<file path="src/rtl/dltr_pkg.sv">
package dltr_pkg;

	// layer geometry and number formats
	localparam int MAX_IN    = 64;
	localparam int MAX_OUT   = 64;
	localparam int MAX_BATCH = 16;
	localparam int DATA_BITS = 16;
	localparam int IDX_W     = 6;
	localparam int BROW_W    = 4;
	localparam int CNT_W     = 7;
	localparam int GRAD_W    = 32;
	localparam int LR_W      = 16;
	localparam int OPA_W     = LR_W + 1;
	localparam int PROD_W    = OPA_W + GRAD_W;
	localparam int ACC_W     = 40;
	localparam int W_ADDR_W  = 2 * IDX_W;
	localparam int X_ADDR_W  = BROW_W + IDX_W;
	localparam int W_DEPTH   = MAX_IN * MAX_OUT;
	localparam int X_DEPTH   = MAX_BATCH * MAX_IN;

	// command codes
	localparam logic [2:0] CMD_LOAD_W = 3'd0;
	localparam logic [2:0] CMD_LOAD_B = 3'd1;
	localparam logic [2:0] CMD_FWD    = 3'd2;
	localparam logic [2:0] CMD_BWD    = 3'd3;
	localparam logic [2:0] CMD_UPDATE = 3'd4;
	localparam logic [2:0] CMD_READ_W = 3'd5;
	localparam logic [2:0] CMD_READ_B = 3'd6;

	// result kinds
	localparam logic [2:0] KIND_ACT   = 3'd0;
	localparam logic [2:0] KIND_GRADX = 3'd1;
	localparam logic [2:0] KIND_WREAD = 3'd2;
	localparam logic [2:0] KIND_BREAD = 3'd3;
	localparam logic [2:0] KIND_ACK   = 3'd4;

	// status codes
	localparam logic [1:0] STAT_OK  = 2'd0;
	localparam logic [1:0] STAT_ERR = 2'd1;
	localparam logic [1:0] STAT_SAT = 2'd2;

	// configuration register indexes
	localparam logic [1:0] REG_IN_COUNT   = 2'd0;
	localparam logic [1:0] REG_OUT_COUNT  = 2'd1;
	localparam logic [1:0] REG_LEARN_RATE = 2'd2;

	typedef enum logic [2:0] {
		ST_CLEAR,
		ST_IDLE,
		ST_READ,
		ST_ISSUE,
		ST_DRAIN,
		ST_EMIT
	} state_t;

	typedef enum logic [2:0] {
		M_FWD,
		M_GRADX,
		M_WGRAD,
		M_BGRAD,
		M_UPDW,
		M_UPDB
	} mode_t;

	typedef struct packed {
		logic [2:0]               cmd;
		logic [BROW_W-1:0]        batch_row;
		logic [IDX_W-1:0]         row_index;
		logic [IDX_W-1:0]         col_index;
		logic signed [DATA_BITS-1:0] value;
	} in_t;

	typedef struct packed {
		logic [2:0]               kind;
		logic [IDX_W-1:0]         index;
		logic signed [DATA_BITS-1:0] result_value;
		logic                     last;
		logic [1:0]               status;
	} out_t;

	// control that travels with one memory access through the mac
	typedef struct packed {
		logic  valid;
		logic  first;
		logic  b_zero;
		mode_t mode;
	} mac_ctl_t;

endpackage

</file>
<file path="src/rtl/dltr_mac.sv">
module dltr_mac (
	input  logic                                  clk,
	input  logic                                  arst_n,
	input  dltr_pkg::mac_ctl_t                    ctl_s1,
	input  logic signed [dltr_pkg::OPA_W-1:0]     a_s1,
	input  logic signed [dltr_pkg::GRAD_W-1:0]    b_s1,
	input  logic signed [dltr_pkg::GRAD_W-1:0]    old_s1,
	output dltr_pkg::mac_ctl_t                    ctl_s2,
	output logic signed [dltr_pkg::GRAD_W-1:0]    wr_data,
	output logic                                  wr_sat,
	output logic signed [dltr_pkg::DATA_BITS-1:0] res_value,
	output logic                                  res_sat
);
	import dltr_pkg::*;

	localparam int EXT_W = 50;
	localparam logic signed [EXT_W-1:0] D_HI = EXT_W'((64'sd1 <<< (DATA_BITS - 1)) - 1);
	localparam logic signed [EXT_W-1:0] D_LO = -D_HI - 1;
	localparam logic signed [EXT_W-1:0] G_HI = EXT_W'((64'sd1 <<< (GRAD_W - 1)) - 1);
	localparam logic signed [EXT_W-1:0] G_LO = -G_HI - 1;

	logic signed [PROD_W-1:0] p_s2;
	logic signed [GRAD_W-1:0] old_s2;
	logic signed [ACC_W-1:0]  acc_q;
	logic signed [ACC_W-1:0]  acc_base;
	logic signed [ACC_W-1:0]  acc_sum;
	logic signed [EXT_W-1:0]  p_ext;
	logic signed [EXT_W-1:0]  old_ext;
	logic signed [EXT_W-1:0]  rb8;
	logic signed [EXT_W-1:0]  rb20;
	logic signed [EXT_W-1:0]  rb12;
	logic signed [EXT_W-1:0]  q_round;
	logic signed [EXT_W-1:0]  d_round;
	logic signed [EXT_W-1:0]  g_sum;
	logic signed [EXT_W-1:0]  u_diff;
	logic signed [EXT_W-1:0]  r_round;

	// multiply stage
	always_ff @(posedge clk or negedge arst_n) begin
		if (!arst_n) begin
			ctl_s2 <= '0;
		end else begin
			ctl_s2 <= ctl_s1;
		end
	end

	always_ff @(posedge clk) begin
		p_s2   <= a_s1 * b_s1;
		old_s2 <= old_s1;
	end

	// dot product accumulator
	always_ff @(posedge clk) begin
		if (ctl_s2.valid && (ctl_s2.mode == M_FWD || ctl_s2.mode == M_GRADX)) begin
			acc_q <= acc_sum;
		end
	end

	assign p_ext   = EXT_W'(p_s2);
	assign old_ext = EXT_W'(old_s2);
	assign rb8     = {{(EXT_W-1){1'b0}}, p_s2[7]};
	assign rb20    = {{(EXT_W-1){1'b0}}, p_s2[19]};
	assign rb12    = {{(EXT_W-1){1'b0}}, acc_q[11]};

	// accumulate, rounding to nearest with halves going up
	always_comb begin
		if (!ctl_s2.first) begin
			acc_base = acc_q;
		end else if (ctl_s2.mode == M_FWD) begin
			acc_base = ACC_W'(old_s2) <<< 12;
		end else begin
			acc_base = '0;
		end
		acc_sum = acc_base + ACC_W'(p_s2);
		q_round = (p_ext >>> 8) + rb8;
		d_round = (p_ext >>> 20) + rb20;
		r_round = EXT_W'(acc_q >>> 12) + rb12;
		u_diff  = old_ext - d_round;
		g_sum   = ctl_s2.b_zero ? p_ext - p_ext : old_ext;
		if (ctl_s2.mode == M_BGRAD) begin
			g_sum = g_sum + p_ext;
		end else begin
			g_sum = g_sum + q_round;
		end
	end

	// write-back value with saturation
	always_comb begin
		wr_sat  = 1'b0;
		wr_data = '0;
		if (ctl_s2.mode == M_WGRAD || ctl_s2.mode == M_BGRAD) begin
			if (g_sum > G_HI) begin
				wr_data = GRAD_W'(G_HI);
				wr_sat  = 1'b1;
			end else if (g_sum < G_LO) begin
				wr_data = GRAD_W'(G_LO);
				wr_sat  = 1'b1;
			end else begin
				wr_data = GRAD_W'(g_sum);
			end
		end else begin
			if (u_diff > D_HI) begin
				wr_data = GRAD_W'(D_HI);
				wr_sat  = 1'b1;
			end else if (u_diff < D_LO) begin
				wr_data = GRAD_W'(D_LO);
				wr_sat  = 1'b1;
			end else begin
				wr_data = GRAD_W'(u_diff);
			end
		end
	end

	// final vector element from the accumulator
	always_comb begin
		res_sat = 1'b0;
		if (r_round > D_HI) begin
			res_value = DATA_BITS'(D_HI);
			res_sat   = 1'b1;
		end else if (r_round < D_LO) begin
			res_value = DATA_BITS'(D_LO);
			res_sat   = 1'b1;
		end else begin
			res_value = DATA_BITS'(r_round);
		end
	end

endmodule
</file>
<file path="config.mk">
export PLATFORM = sky130hd
export DESIGN_NAME = dltr_mac
export DESIGN_NICKNAME = d
export VERILOG_FILES = /design/src/rtl/dltr_pkg.sv /design/src/rtl/dltr_mac.sv
export SDC_FILE = /design/constraint.sdc
export NUM_CORES = 2
export LEC_CHECK = 0
export ABC_CLOCK_PERIOD_IN_PS = 5600
export BUFFER_PORTS_ARGS = -buffer_cell sky130_fd_sc_hd__buf_4
export CORE_ASPECT_RATIO = 0.5
export CORE_MARGIN = 5
export CORE_UTILIZATION = 45
export DETAILED_ROUTE_END_ITERATION = 12
export GPL_ROUTABILITY_DRIVEN = 0
export PLACE_DENSITY_LB_ADDON = 0.3
export SLEW_MARGIN = 20
export SYNTH_ARGS = -nofsm -noshare
export SYNTH_HDL_FRONTEND = slang
export SYNTH_SLANG_ARGS = --single-unit
export TNS_END_PERCENT = 10
</file>
<file path="constraint.sdc">
create_clock -name clk -period 5.6 [get_ports clk]
set_clock_uncertainty 0.2 [all_clocks]
set_input_delay 1.12 -clock clk [delete_from_list [all_inputs] [get_ports clk]]
set_output_delay 1.12 -clock clk [all_outputs]
set_load 0.005 [all_outputs]
</file>
## Word-level counts from Yosys, hierarchy flattened

Cells that the tools add are included.

| storage, ports and cells | value |
|---|---|
| flip-flop bits (word level) | 127 |
| bits of input ports | 89 |

| cells by class | value |
|---|---|
| add/subtract/negate cells | 8 |
| $mul | 1 |
| $lt $le $gt $ge | 6 |
| eq/ne operators | 3 |
| mux-type cells | 18 |
| reductions and logical operators | 4 |

Operators by type and width:

| operator | number |
|---|---|
| two-way mux 32 bit | 5 |
| two-way mux 50 bit | 2 |
| two-way mux 40 bit | 2 |
| adder 50 x 42 -> 50 bit | 1 |
| adder 50 x 49 -> 50 bit | 1 |
| > comparator 50 x 32 -> 1 bit (second input constant) | 1 |
| < comparator 50 x 32 -> 1 bit (second input constant) | 1 |
| subtractor 49 x 49 -> 50 bit | 1 |
| multiplier 17 x 32 -> 49 bit | 1 |
| adder 41 x 2 -> 42 bit | 1 |
| adder 40 bit | 1 |
| > comparator 33 x 16 -> 1 bit (second input constant) | 1 |
| < comparator 33 x 16 -> 1 bit (second input constant) | 1 |
| subtractor 32 x 30 -> 33 bit | 1 |
| two-way mux 16 bit | 2 |
| adder 29 x 2 -> 30 bit | 1 |
| adder 28 x 2 -> 29 bit | 1 |
| > comparator 29 x 16 -> 1 bit (second input constant) | 1 |
| < comparator 29 x 16 -> 1 bit (second input constant) | 1 |
| two-way mux 1 bit | 7 |
| == test 3 x 2 -> 1 bit (second input constant) | 2 |
| == test 3 x 1 -> 1 bit (second input constant) | 1 |
| zero test 3 bit | 1 |
| logical OR 1 bit | 2 |
| logical AND 1 bit | 1 |

## Depth between registers and ports, before layout

| logic depth | value |
|---|---|
| depth in word-level cells | 8 |
| depth in mapped cells | 27 |

## Worst setup path after synthesis

Ideal clock, no wire load.

| timing | value |
|---|---|
| path type | in2reg |
| from | input port a_s1[16] in the netlist's numbering |
| to | register p_s2[48] |
| setup time | 127 ps |
| data arrival time | 7414 ps |
| required time | 5273 ps |
| path slack | -2141 ps |
| cell stages on the path | 23 |
| path buffers | 1 |
| cell sequence | inv_2 buf_1 nor2_1 fa_1 fa_1 fa_1 fa_1 fa_1 inv_1 fa_1 inv_1 ha_1 a21o_1 a21o_1 a21o_1 nor2_1 o31ai_1 a31o_2 o311a_1 nor4_2 o21ai_0 a221oi_1 xnor2_1 |

| between the ends | value |
|---|---|
| longest elaborated chain between the ends | 1 |

Ends and longest elaborated chain:

| what | line | text |
|---|---|---|
| from (decl) | dltr_mac.sv:5 | `input logic signed [dltr_pkg::OPA_W-1:0] a_s1,` |
| multiplier 17 x 32 -> 49 bit | dltr_mac.sv:48 | `p_s2 <= a_s1 * b_s1;` |
| to (signal assigned) | dltr_mac.sv:48 |  |
| to (decl) | dltr_mac.sv:22 | `logic signed [PROD_W-1:0] p_s2;` |

Every way passes these cells.
A chain may end at the register's enable or synchronous reset.

## Worst setup path in the final report

| timing | value |
|---|---|
| from | input port b_s1[8] in the netlist's numbering |
| to | register p_s2[48] |

| between the ends | value |
|---|---|
| longest elaborated chain between the ends | 1 |

Ends and longest elaborated chain:

| what | line | text |
|---|---|---|
| from (decl) | dltr_mac.sv:6 | `input logic signed [dltr_pkg::GRAD_W-1:0] b_s1,` |
| multiplier 17 x 32 -> 49 bit | dltr_mac.sv:48 |  |

Every way passes these cells.

==> parameters.txt <==
Parameter                              Value

Synthesis
  Net count after synthesis    roughly 5k
  Warnings, synthesis    0
  Share of the yosys chip area belonging to registers    8.89%
  Dominant register cell in the synthesized netlist    sky130_fd_sc_hd__dfxtp_1
  Synth Area in XOR/XNOR    under 10%
  Number of enable flip-flop cells after synthesis    40
  Adder-cell share of the synthesized area    between 40% and 50%
  Compound-gate portion of the synthesized area    around 15%
  Synthesized area per cell    between 8 and 9 um^2
  Synth unique cells    a little under 90
  Cell area after technology mapping    between 30,000 and 40,000 um^2
  Simple-gate area share of the yosys netlist    ~18%
  Dominant combinational cell family by area after synthesis    adder cells
  Gate count after technology mapping    4,059
  Register bit count reported by yosys    around 130
  Fraction of synthesis flops using an asynchronous set or reset pin    between 4 and 5%
  Multiplexer fraction of the synthesized cell area    0.393%

Critical path
  Startpoint of the most critical setup path    b_s1[8]
  Startpoint of the worst-slack reg-to-reg timing path    ctl_s2[4]
  Endpoint of the worst setup timing path    p_s2[48]
  Worst R2R Path Depth    16
  Crit. End Element    register
  R2R Setup Slk    ~450 ps
  Worst Setup Path Type    in2reg
  Max stage delay cell, worst path    sky130_fd_sc_hd__fa_1
  Arrival @ worst endpoint    7030 ps
  Cell mode on critical path    sky130_fd_sc_hd__fa_1
  Crit Path Max Fanout    8
  Kind of launch point of the worst setup path    input pin
  CP Data Required Time    5790 ps
  Slowest stage delay, CP    about 630 ps
  RR Endpoint    acc_q[38]

Final layout
  Final std cells w/o fill    5,800
  Post-layout nets    roughly 5.7k
  Layout cell share with drive strength beyond 1    23.8%
  Area growth, synth to finish    28.6%
  Antenna diodes    0
  Fillers    6,294

Clock network
  Clk Tree Root Cell    sky130_fd_sc_hd__clkbuf_16
  Count of hold buffers inserted by post-cts repair    0
  Clock buffer count from CTS    17
  Skew-Pair Late Insertion Delay    470 ps
  Number of buffers on the longest clock path    2
  Clock-pin transition on the worst setup and hold timing paths    60 ps
  TritonCTS clock tree    done
  Clock sinks    127
  Max H-tree Level    4

Global route
  Global route overflow    0
  Vias in the first global route    32.7k
  Global Route Usage Sum    a little over a quarter
  First-pass GRT wire length    171 mm
  Antenna violations before repair    0
  Maximum number of pins on one net before global-route repair    between 40 and 50

Timing
  Post-route worst hold slack    between 200 and 250 ps
  Final Max Slew Viols    0
  Worst Slack Setup Final    -1240 ps
  Worst slew margin    56.9%
  Tcrit/Tclk final    122%
  Achievable Freq    around 0.15 GHz
  Min cycle time layout    slightly below 7000 ps
  Count of endpoints failing hold in the final timing report    0
  Setup violators final    69
  Setup repair after global routing missed its margin    true
  Worst Max-Slew Pin Slew    ~640 ps

Floorplan
  Die width    396 um
  Ports placed on the boundary    ~150
  Total die area    80,200 um^2
  Chip Height    203 um
  Initial core utilization    approximately 46%
  Count of standard-cell rows    70
  Placeable core region    around 73,000 um^2

Routing
  Initial DRC count    2,696
  Drt drc    0
  Final WL    ~110 mm
  Routed wirelength normalized by instance count    roughly 18 um
  DRT Pass-1 Iters    5
  Count of vias placed by the detailed router    between 30k and 40k
  Number of nets with antenna violations after detailed routing    0
  Per-cell via count in the routed design    approximately 5.4

Status
  Outcome    finished, violations left
  Failing checks    negative setup slack

Placed design
  Post-placement worst setup slack    -2020 ps
  Detail Placement HPWL    89.7 mm
  I/O Buffers    about 140
  Cell Count Post-Placement    approximately 5.7k

Hold path
  Worst hold-check path type    in2async

Flow run
  Max-capacitance violation count    0
-- critical path, delay by kind of cell --
family	cells	cell delay, ps
AOI/OAI and AO/OA	8	1430
xor gates and xnor gates	1	150
adders and majority gates	7	3370
buffers and inverters	5	520
and+or+nand+nor	4	430
-- cell type report --
cell class / instances / area [um^2] / share of cell area, %
sequential: 127 / 2980 / 6.91
clock buffer: 20 / 500 / 1.16
clock inverter: 12 / 134 / 0.311
inverter: 756 / 2850 / 6.61
tap: 972 / 1220 / 2.83
multi-input combinational: 3025 / 28000 / 65.2
timing repair buffer: 888 / 7310 / 17.0
-- repair_timing --
action	4_1_cts	5_1_grt
resized for setup	141	124
cloned	0	3
setup endpoints to repair	70	87
pin swaps	82	84
endpoints found under the hold margin	0	0
setup buffers	14	6
-- registers in the layout, summed over array words and instances (netlist names) --
name    cells
p_s2       49
acc_q      40
old_s2     32
ctl_s2      6
-- layer usage --
layer | part of all wire (%) | up-vias | global-route usage, %
li1 | - | 14600 | -
met1 | 43 | 15400 | 36.0
met2 | 45 | 1316 | 43.0
met3 | 8.8 | 231 | 4.95
met4 | 3.3 | 0 | 7.46
met5 | 0 | - | 0
-- synthesized netlist by cell type (15+ instances only) --
cell type,instances,area [um^2]
sky130_fd_sc_hd__o22ai_1,15,93.8
sky130_fd_sc_hd__a31oi_1,26,163
sky130_fd_sc_hd__edfxtp_1,40,1200
sky130_fd_sc_hd__xnor2_1,139,1220
sky130_fd_sc_hd__clkbuf_1,136,510
sky130_fd_sc_hd__o21ai_0,156,781
sky130_fd_sc_hd__and3_1,30,188
sky130_fd_sc_hd__dfxtp_1,81,1620
sky130_fd_sc_hd__o211ai_1,31,233
sky130_fd_sc_hd__o31ai_1,20,150
sky130_fd_sc_hd__nand4_1,41,257
sky130_fd_sc_hd__nor2b_1,33,206
sky130_fd_sc_hd__a21o_1,92,691
sky130_fd_sc_hd__nor2_1,191,717
sky130_fd_sc_hd__a21oi_1,217,1090
sky130_fd_sc_hd__inv_1,755,2830
sky130_fd_sc_hd__a211oi_1,20,150
sky130_fd_sc_hd__nand2_1,481,1810
sky130_fd_sc_hd__fa_1,527,10600
sky130_fd_sc_hd__xor2_1,54,473
sky130_fd_sc_hd__ha_1,297,3720
sky130_fd_sc_hd__nand3_1,51,255
sky130_fd_sc_hd__nand2b_1,48,300
sky130_fd_sc_hd__and2_1,244,1530
sky130_fd_sc_hd__o21bai_1,25,188
sky130_fd_sc_hd__o21a_1,32,240
sky130_fd_sc_hd__nor3_1,45,225
-- logic make-up after synthesis --
logic type,after synthesis
and+or+nand+nor,1232
muxes,13
xor gates and xnor gates,193
adders and majority gates,824
AOI/OAI and AO/OA,763
buffers and inverters,907
DFF,127
-- layout by cell type (no fill, tap or decap), drive strengths merged, types with 28 or more instances in the layout --
cell type / Yosys / final
a21o: 92 / 92
a21oi: 217 / 217
a31oi: 28 / 28
and2: 244 / 244
and3: 30 / 30
buf: 14 / 885
dfxtp: 81 / 81
edfxtp: 40 / 40
fa: 527 / 527
ha: 297 / 297
inv: 756 / 763
nand2: 482 / 482
nand2b: 48 / 48
nand3: 51 / 51
nand4: 41 / 41
nor2: 191 / 191
nor2b: 33 / 33
nor3: 45 / 45
o211ai: 31 / 31
o21a: 33 / 33
o21ai: 163 / 163
xnor2: 139 / 139
xor2: 54 / 54
-- stage by stage --
| step | util [%] | TNS, ps | area (um^2) |
|---|---|---|---|
| CTS | 57.8 | -59730 | 42400 |
| floorplan | - | -35500 | 33800 |
| detailed placement | 56.0 | -74470 | 41100 |
| finish | 58.6 | -55710 | 43000 |
| global placement | 56.0 | -68450 | 41100 |
| global route | 58.6 | -67370 | 43000 |
-- worst min path at each step --
| stage | to | cells after the start | slack [ps] | from |
|---|---|---|---|---|
| 4_1_cts | ctl_s2[2] | 1 | 220 | arst_n |
| 6_report | ctl_s2[4] | 1 | 250 | arst_n |
| 2_1_floorplan | acc_q[0] | 1 | 340 | p_s2[0] |
| 5_1_grt | ctl_s2[3] | 1 | 230 | arst_n |
| 3_5_place_dp | acc_q[0] | 2 | 460 | acc_q[0] |
| 3_3_place_gp | acc_q[0] | 2 | 450 | acc_q[0] |
Power is left out: the tool's default activity adds up to more than one toggle a clock period on the data nets, which glitch-free logic cannot reach.
